`src/rtl/quant_block_repack_core_assert.svh`:
```
// assertion macros for the block repacker
`ifndef QUANT_BLOCK_REPACK_CORE_ASSERT_SVH
`define QUANT_BLOCK_REPACK_CORE_ASSERT_SVH
`ifndef NO_ASSERTIONS
`define QBR_ASSERT(lbl, clk, rstn, prop) \
	lbl: assert property (@(posedge clk) disable iff (!rstn) prop) \
	else $error("assertion failed");
`define QBR_ASSERT_ALWAYS(lbl, clk, prop) \
	lbl: assert property (@(posedge clk) prop) else $error("assertion failed");
`else
`define QBR_ASSERT(lbl, clk, rstn, prop)
`define QBR_ASSERT_ALWAYS(lbl, clk, prop)
`endif
`endif

```
`src/rtl/qbr_pkg.sv`:
```
package qbr_pkg;
	localparam int CmdDepth = 6;

	localparam logic [1:0] FMT_Q40 = 2'd0;
	localparam logic [1:0] FMT_Q41 = 2'd1;

	localparam logic [1:0] KIND_WEIGHT = 2'd0;
	localparam logic [1:0] KIND_SCALE  = 2'd1;
	localparam logic [1:0] KIND_BIAS   = 2'd2;

	localparam logic [5:0] LEN_Q40 = 6'd18;
	localparam logic [5:0] LEN_Q41 = 6'd20;
	localparam logic [5:0] LEN_Q80 = 6'd34;

	localparam logic [3:0] NIB_MASK = 4'hf;
	localparam logic [7:0] TOP_BIT  = 8'h80;

	typedef enum logic [2:0] {
		OP_SCALE,
		OP_SCALE_BIAS,
		OP_BIAS,
		OP_BYTE,
		OP_BYTE_FLUSH
	} op_t;

	typedef struct packed {
		op_t             op;
		logic [15:0]     val;
		logic [15:0]     bias;
		logic            last;
		logic [7:0][7:0] hi;
	} cmd_t;

	// h * -(2^k), exact float16
	function automatic logic [15:0] neg_pow2_scale(input logic [15:0] h, input logic [2:0] k);
		logic        sign;
		logic [4:0]  ex;
		logic [9:0]  man;
		logic [5:0]  ex_sum;
		logic [16:0] v;
		logic [4:0]  p;
		logic [16:0] sh;
		logic [15:0] r;
		sign   = ~h[15];
		ex     = h[14:10];
		man    = h[9:0];
		ex_sum = {1'b0, ex} + {3'b000, k};
		v      = {7'd0, man} << k;
		p      = 5'd10;
		for (int i = 11; i < 17; i++) begin
			if (v[i])
				p = 5'(i);
		end
		sh = v >> (p - 5'd10);
		if (ex == 5'd31) begin
			if (man != 10'd0)
				r = h;
			else
				r = {sign, 15'h7c00};
		end else if (ex != 5'd0) begin
			if (ex_sum >= 6'd31)
				r = {sign, 15'h7c00};
			else
				r = {sign, ex_sum[4:0], man};
		end else if (v < 17'd1024) begin
			r = {sign, v[14:0]};
		end else begin
			r = {sign, p - 5'd9, sh[9:0]};
		end
		return r;
	endfunction
endpackage

```
`src/rtl/qbr_front.sv`:
```
module qbr_front (
	input  logic           clk,
	input  logic           arst_n,
	input  logic           cfg_we,
	input  logic [1:0]     cfg_wdata,
	input  logic           in_fire,
	input  logic [7:0]     raw_byte,
	output logic           cmd_push,
	output qbr_pkg::cmd_t  cmd
);
	import qbr_pkg::*;

	logic [1:0]      mode_q;
	logic [5:0]      pos_q;
	logic [7:0]      low_q;
	logic [3:0]      pend_q;
	logic [7:0][7:0] hi_q;

	logic            q8, q41;
	logic [5:0]      len, ds, pos_next, jj;
	logic [2:0]      k;
	logic [15:0]     scale;
	logic [7:0][7:0] hi_next;
	logic            has_cmd;

	always_comb begin
		q8       = mode_q[1];
		q41      = (mode_q == FMT_Q41);
		len      = q8 ? LEN_Q80 : (q41 ? LEN_Q41 : LEN_Q40);
		ds       = q41 ? 6'd4 : 6'd2;
		jj       = pos_q - ds;
		k        = jj[3:1];
		scale    = {raw_byte, low_q};
		pos_next = (pos_q + 6'd1 >= len) ? 6'd0 : pos_q + 6'd1;
		hi_next  = hi_q;
		has_cmd  = 1'b0;
		cmd      = '0;
		cmd.op   = OP_BYTE;
		if (pos_q == 6'd0) begin
			has_cmd = 1'b0;
		end else if (pos_q == 6'd1) begin
			has_cmd  = 1'b1;
			cmd.op   = q41 ? OP_SCALE : OP_SCALE_BIAS;
			cmd.val  = scale;
			cmd.bias = neg_pow2_scale(scale, q8 ? 3'd7 : 3'd3);
		end else if (pos_q < ds) begin
			if (pos_q != 6'd2) begin
				has_cmd = 1'b1;
				cmd.op  = OP_BIAS;
				cmd.val = scale;
			end
		end else if (q8) begin
			has_cmd  = 1'b1;
			cmd.val  = {8'd0, raw_byte ^ TOP_BIT};
			cmd.last = (pos_q == len - 6'd1);
		end else if (!jj[0]) begin
			hi_next[k] = {4'd0, raw_byte[7:4]};
		end else begin
			hi_next[k] = {raw_byte[7:4], hi_q[k][3:0]};
			has_cmd    = 1'b1;
			cmd.val    = {8'd0, raw_byte[3:0] & NIB_MASK, pend_q};
			// last low byte also carries the high bytes out
			if (k == 3'd7) begin
				cmd.op = OP_BYTE_FLUSH;
				cmd.hi = hi_next;
			end
		end
		cmd_push = in_fire && has_cmd;
	end

	always_ff @(posedge clk or negedge arst_n) begin
		if (!arst_n) begin
			mode_q <= FMT_Q40;
			pos_q  <= '0;
			low_q  <= '0;
			pend_q <= '0;
			hi_q   <= '0;
		end else if (cfg_we) begin
			mode_q <= cfg_wdata;
			pos_q  <= '0;
		end else if (in_fire) begin
			pos_q <= pos_next;
			hi_q  <= hi_next;
			if (pos_q == 6'd0 || pos_q == 6'd2)
				low_q <= raw_byte;
			if (!q8 && pos_q >= ds && !jj[0])
				pend_q <= raw_byte[3:0];
		end
	end
endmodule

```
`src/rtl/qbr_cmd_fifo.sv`:
```
module qbr_cmd_fifo #(
	parameter int DEPTH = qbr_pkg::CmdDepth
) (
	input  logic           clk,
	input  logic           arst_n,
	input  logic           wr_en,
	input  qbr_pkg::cmd_t  wr_data,
	output logic           full,
	output logic           rd_valid,
	input  logic           rd_en,
	output qbr_pkg::cmd_t  rd_data
);
	import qbr_pkg::*;

	localparam int PW = (DEPTH > 1) ? $clog2(DEPTH) : 1;
	localparam int CW = $clog2(DEPTH + 1);

	cmd_t          mem [DEPTH];
	logic [PW-1:0] wp_q, rp_q;
	logic [CW-1:0] cnt_q;

	assign full     = (cnt_q == CW'(DEPTH));
	assign rd_valid = (cnt_q != '0);
	assign rd_data  = mem[rp_q];

	always_ff @(posedge clk) begin
		if (wr_en)
			mem[wp_q] <= wr_data;
	end

	always_ff @(posedge clk or negedge arst_n) begin
		if (!arst_n) begin
			wp_q  <= '0;
			rp_q  <= '0;
			cnt_q <= '0;
		end else begin
			if (wr_en)
				wp_q <= (wp_q == PW'(DEPTH - 1)) ? '0 : wp_q + PW'(1);
			if (rd_en)
				rp_q <= (rp_q == PW'(DEPTH - 1)) ? '0 : rp_q + PW'(1);
			cnt_q <= cnt_q + CW'(wr_en) - CW'(rd_en);
		end
	end
endmodule

```
`src/rtl/qbr_back.sv`:
```
module qbr_back (
	input  logic           clk,
	input  logic           arst_n,
	input  logic           cmd_valid,
	input  qbr_pkg::cmd_t  cmd,
	output logic           cmd_pop,
	output logic           empty,
	input  logic           pop,
	output logic [1:0]     item_kind,
	output logic [15:0]    out_value,
	output logic           block_last
);
	import qbr_pkg::*;

	logic        res_valid_q;
	logic [1:0]  kind_q;
	logic [15:0] val_q;
	logic        last_q;
	logic [3:0]  sub_q;

	logic        can_load, final_beat;
	logic [1:0]  kind_d;
	logic [15:0] val_d;
	logic        last_d;
	logic [3:0]  sub_m1;

	always_comb begin
		can_load = !res_valid_q || pop;
		sub_m1   = sub_q - 4'd1;
		kind_d   = KIND_WEIGHT;
		val_d    = cmd.val;
		last_d   = 1'b0;
		final_beat = 1'b1;
		case (cmd.op)
			OP_SCALE: kind_d = KIND_SCALE;
			OP_SCALE_BIAS: begin
				final_beat = (sub_q == 4'd1);
				kind_d     = (sub_q == 4'd0) ? KIND_SCALE : KIND_BIAS;
				val_d      = (sub_q == 4'd0) ? cmd.val : cmd.bias;
			end
			OP_BIAS: kind_d = KIND_BIAS;
			OP_BYTE: last_d = cmd.last;
			OP_BYTE_FLUSH: begin
				final_beat = (sub_q == 4'd8);
				last_d     = final_beat;
				if (sub_q != 4'd0)
					val_d = {8'd0, cmd.hi[sub_m1[2:0]]};
			end
			default: ;
		endcase
		cmd_pop = cmd_valid && can_load && final_beat;
	end

	always_ff @(posedge clk or negedge arst_n) begin
		if (!arst_n) begin
			res_valid_q <= 1'b0;
			sub_q       <= '0;
		end else if (cmd_valid && can_load) begin
			res_valid_q <= 1'b1;
			sub_q       <= final_beat ? 4'd0 : sub_q + 4'd1;
		end else if (pop) begin
			res_valid_q <= 1'b0;
		end
	end

	always_ff @(posedge clk) begin
		if (cmd_valid && can_load) begin
			kind_q <= kind_d;
			val_q  <= val_d;
			last_q <= last_d;
		end
	end

	assign empty      = !res_valid_q;
	assign item_kind  = kind_q;
	assign out_value  = val_q;
	assign block_last = last_q;
endmodule

```
`src/rtl/quant_block_repack_core.sv`:
```
// Byte-stream repacker for 32-weight quantized blocks (Q4_0, Q4_1, Q8_0, chosen by
// cfg_wdata: 0, 1, 2; 3 acts as Q8_0). A write restarts block alignment. Each
// block gives scale, bias, then its weight beats, block_last on the final one.
// One byte is taken per cycle unless the queue is full; the front classifies it
// into a command queue and the back emits one result beat per cycle while its
// single result register is free or popped. A Q4 eighth low byte yields nine
// beats (low byte plus eight high bytes); the command queue absorbs that burst.
`include "quant_block_repack_core_assert.svh"
module quant_block_repack_core #(
	parameter int CMD_DEPTH = qbr_pkg::CmdDepth
) (
	input  logic        clk,
	input  logic        arst_n,
	input  logic        cfg_we,
	input  logic [1:0]  cfg_wdata,
	input  logic        push,
	output logic        full,
	input  logic [7:0]  raw_byte,
	output logic        empty,
	input  logic        pop,
	output logic [1:0]  item_kind,
	output logic [15:0] out_value,
	output logic        block_last
);
	import qbr_pkg::*;

	cmd_t cmd_in, cmd_out;
	logic cmd_push, cmd_full, cmd_valid, cmd_pop, in_fire;

	assign full    = cmd_full;
	assign in_fire = push && !cmd_full;

	qbr_front u_front (
		.clk      (clk),
		.arst_n   (arst_n),
		.cfg_we   (cfg_we),
		.cfg_wdata(cfg_wdata),
		.in_fire  (in_fire),
		.raw_byte (raw_byte),
		.cmd_push (cmd_push),
		.cmd      (cmd_in)
	);

	qbr_cmd_fifo #(.DEPTH(CMD_DEPTH)) u_fifo (
		.clk     (clk),
		.arst_n  (arst_n),
		.wr_en   (cmd_push),
		.wr_data (cmd_in),
		.full    (cmd_full),
		.rd_valid(cmd_valid),
		.rd_en   (cmd_pop),
		.rd_data (cmd_out)
	);

	qbr_back u_back (
		.clk       (clk),
		.arst_n    (arst_n),
		.cmd_valid (cmd_valid),
		.cmd       (cmd_out),
		.cmd_pop   (cmd_pop),
		.empty     (empty),
		.pop       (pop),
		.item_kind (item_kind),
		.out_value (out_value),
		.block_last(block_last)
	);

	`QBR_ASSERT(a_no_push_full, clk, arst_n, !(cmd_push && cmd_full))
	`QBR_ASSERT(a_pop_needs_cmd, clk, arst_n, cmd_pop |-> cmd_valid)
	`QBR_ASSERT(a_last_is_weight, clk, arst_n, (!empty && block_last) |-> (item_kind == KIND_WEIGHT))
	`QBR_ASSERT_ALWAYS(a_reset_empty, clk, !arst_n |=> empty)
endmodule
```
`config.mk`:
```
export PLATFORM = sky130hd
export DESIGN_NAME = quant_block_repack_core
export DESIGN_NICKNAME = d
export VERILOG_FILES = /design/src/rtl/qbr_pkg.sv /design/src/rtl/qbr_front.sv /design/src/rtl/qbr_cmd_fifo.sv /design/src/rtl/qbr_back.sv /design/src/rtl/quant_block_repack_core.sv
export VERILOG_INCLUDE_DIRS = /design/src /design/src/rtl
export SDC_FILE = /design/constraint.sdc
export NUM_CORES = 1
export LEC_CHECK = 0
export BUFFER_PORTS_ARGS = -buffer_cell sky130_fd_sc_hd__buf_2
export CAP_MARGIN = 20
export CORE_UTILIZATION = 44
export DETAILED_ROUTE_END_ITERATION = 16
export PLACE_DENSITY_LB_ADDON = 0.15
export SLEW_MARGIN = 0
export SYNTH_ARGS = -nofsm -noshare
export SYNTH_HDL_FRONTEND = slang
export SYNTH_SLANG_ARGS = --single-unit
```
`constraint.sdc`:
```
create_clock -name clk -period 12.7 [get_ports clk]
set_input_delay 0.635 -clock clk [delete_from_list [all_inputs] [get_ports clk]]
set_output_delay 0.635 -clock clk [all_outputs]
set_load 0.01 [all_outputs]
```
==> results_dict.tcl <==
set metrics [dict create \
    n_antenna_cell 0 \
    syn_area_um2 30500 \
    htreeDepth 3 \
    die-area_um2 70400 \
    cts_tree "built" \
    outcome "complete, no violations" \
    start_kind "flop" \
    boundaryPins 36 \
    yosysTopAreaCell "edfxtp_1" \
    p_leak_uw 0.0115 \
    synth_cell_types 77 \
    path_max_fanout 58 \
    rsz0062_at_grt "no" \
    layout_setup_ws_ns 7.88 \
    relSlewSlack_pct 26.4 \
    first_iter_violations 1766 \
    yosys_warnings 0 \
    timing.final.crit_share_pct 38.0 \
    numPlacedInstances 2783 \
    initial_utilization_pct 44.5 \
    synthArstFlopShare_pct 13.2 \
    final-setup-viol-count 0 \
    hp-class "input port to flop" \
    via_per_inst 5.88 \
    dp_hpwl_mm 46.6 \
    fp.dieW_um 265 \
    final_area_um2 34200 \
    final_nets 1972 \
    grt_overflow 0 \
    yosysMostFrequentCell "edfxtp_1" \
    wirelength_mm 76.7 \
    synth_area_leaders "edfxtp_1 61%, mux4_2 9.3%, dfrtp_1 7.7%" \
    cts_root_buf "clkbuf_16" \
    power.density_nw_per_um2 208 \
    final_antenna_net_count 0 \
    place_area_um2 31700 \
    worstSetupPathType "flop to flop" \
    drtPass1Iterations 5 \
    slew_viol_final 0 \
    worstPathRequired_ns 12.93 \
    drc 0 \
    timing.fmax_mhz 207 \
    max-vdd-ir-drop_uv 166 \
    clock_path_buffers 3 \
    finalHoldViolCount 0 \
    fin_setup_tns_ns 0 \
    critical_path_arrival_ns 5.05 \
    utilization_pct 49.8 \
    synth_seq_cells 713 \
    area_delta_synth_final_pct 12.0 \
    syn_area_per_cell_um2 16.0 \
    grtUsageTotal_pct 22.2 \
    clk_pin_slew_ns 0.06 \
    pre_cts_ws_ns 7.90 \
    ys_top_cells_by_count "619 x edfxtp_1, 153 x nand2_1, 126 x mux4_2, 96 x nor2_1, 94 x dfrtp_1" \
    synth-main-ff-cell "edfxtp_1" \
    post_cts_buffers 0 \
    drv_cap 0 \
    synth.top_cell.area_share_pct 60.9 \
    clkLatencyLatePin_ns 0.62 \
    synth_edf_count 619 \
    num_rows 96 \
    synth_nets 1943 \
    antenna_found_initial 5 \
    io_buffers 35 \
    netlist_instances 1903 \
    period_needed_ns 4.82 \
    die_h_um 265 \
    endpoint_kind "flop" \
    vias 17200 \
    layout-drive-gt1-share_pct 20.7 \
    worst_pin_slew_ns 1.09 \
    ys_seq_area_share_pct 68.6 \
    wl_per_cell_um 26.2 \
    fp.coreArea_um2 68600 \
    grt_pass1_vias 17300 \
    numClockSinks 713 \
    cts_buffers 74 \
    grt_max_degree 116 \
    fin_skew_ns 0.0254 \
    fin_cells 2922 \
    gp_congestion 0.873 \
    grt_pass1_wl_mm 114 \
]
## layer usage
| layer | GRT usage (%) | vias up | wire length (um) |
|---|---|---|---|
| li1 | - | 7540 | - |
| met1 | 32.4 | 8963 | 34700 |
| met2 | 33.3 | 560 | 34500 |
| met3 | 5.09 | 114 | 5670 |
| met4 | 6.25 | 2 | 1710 |
| met5 | 0 | - | 19 |
## cell usage in the layout, fill, tap and decap left out, types with 10 or more instances in the layout
cell	synthesis	layout
edfxtp_1	619	619
nand2_1	153	153
mux4_2	126	126
nor2_1	96	92
dfrtp_1	94	91
a21oi_1	86	85
mux2_2	81	81
clkbuf_16	0	76
mux2i_1	75	74
o21ai_0	66	66
and2_1	43	43
buf_2	18	36
buf_4	14	35
inv_1	28	27
nand3_1	25	25
o22ai_1	25	25
ha_1	23	22
nor3_1	21	19
clkinv_1	0	17
a211oi_1	16	16
clkbuf_1	82	15
nor4_1	14	14
a22oi_1	13	13
nand2b_1	11	11
clkinv_2	0	11
and3_1	10	10
bufinv_16	0	10
## logic make-up (layout without fill, tap and decap cells)
family | count (synthesis) | in the layout | share of synthesized area, %
buf+inv | 150 | 238 | 2.12
flops | 713 | 713 | 68.6
simple gates | 410 | 410 | 6.30
xor+xnor | 16 | 16 | 0.459
mux | 286 | 286 | 15.0
fa+ha+maj | 25 | 25 | 1.07
compound gates | 303 | 303 | 6.45
## per-stage QoR
stage	total power, uW	hold slack, ns
final	7110	0.247
after global routing	7430	0.245
after CTS	7180	0.220
after detailed placement	4980	0.463
after global placement	4980	0.470
after floorplan	4330	0.339
## sequential cells by signal (all words and copies together), names as in the netlist
signal,flops
u_fifo.cnt_q,3
u_front.pend_q,4
u_back.out_value,16
u_fifo.mem,600
u_back.block_last,1
u_front.mode_q,2
u_back.item_kind,2
u_front.low_q,8
u_fifo.wp_q,3
u_back.sub_q,4
u_back.res_valid_q,1
u_front.hi_q,60
u_front.pos_q,6
u_fifo.rp_q,3
## area by class of cell
| cell class | instances | area [um2] |
|---|---|---|
| clock buffer | 94 | 2000 |
| clock inverter | 41 | 455 |
| fill | 5702 | 34400 |
| inverter | 29 | 109 |
| multi-input combinational | 1040 | 9020 |
| sequential | 713 | 20900 |
| tap | 931 | 1160 |
| timing repair buffer | 74 | 480 |
## final timing paths
kind	end	slack [ns]	depth (start not counted)	start
min in group asynchronous	u_front.hi_q[53]	0.54	2	arst_n
worst max register to register	u_fifo.mem[3][16]	7.88	11	u_front.mode_q[1]
max in group asynchronous	u_front.low_q[3]	10.82	3	arst_n
worst min register to register	u_fifo.wp_q[0]	0.48	2	u_fifo.wp_q[0]
worst min-delay path	u_back.res_valid_q	0.25	2	pop
worst max-delay path	u_fifo.mem[3][16]	7.88	11	u_front.mode_q[1]
## worst max-delay path: stages (launching register included)
cell	delay, ns
dfrtp_1	0.37
inv_1	0.35
nand2_1	0.31
ha_1	0.37
nor2b_1	0.20
nor3_1	0.30
mux2i_1	0.22
o2111ai_1	0.21
or2_1	0.40
nor2_4	0.11
buf_4	0.81
buf_4	0.76
## power by group
group          leakage, uW  internal, uW  total, uW  switching (uW)
Combinational      0.00359           773       1950            1180
Clock              0.00120          1320       2190             877
Sequential         0.00676          2780       2960             181
Total               0.0115          4870       7110            2240
## what timing repair did
| item | CTS | global route |
|---|---|---|
| endpoints found under the hold margin | 26 | 0 |
| gates resized for setup | 0 | 0 |
| hold buffers | 1 | 0 |
Power figures use the tool's default switching activity.
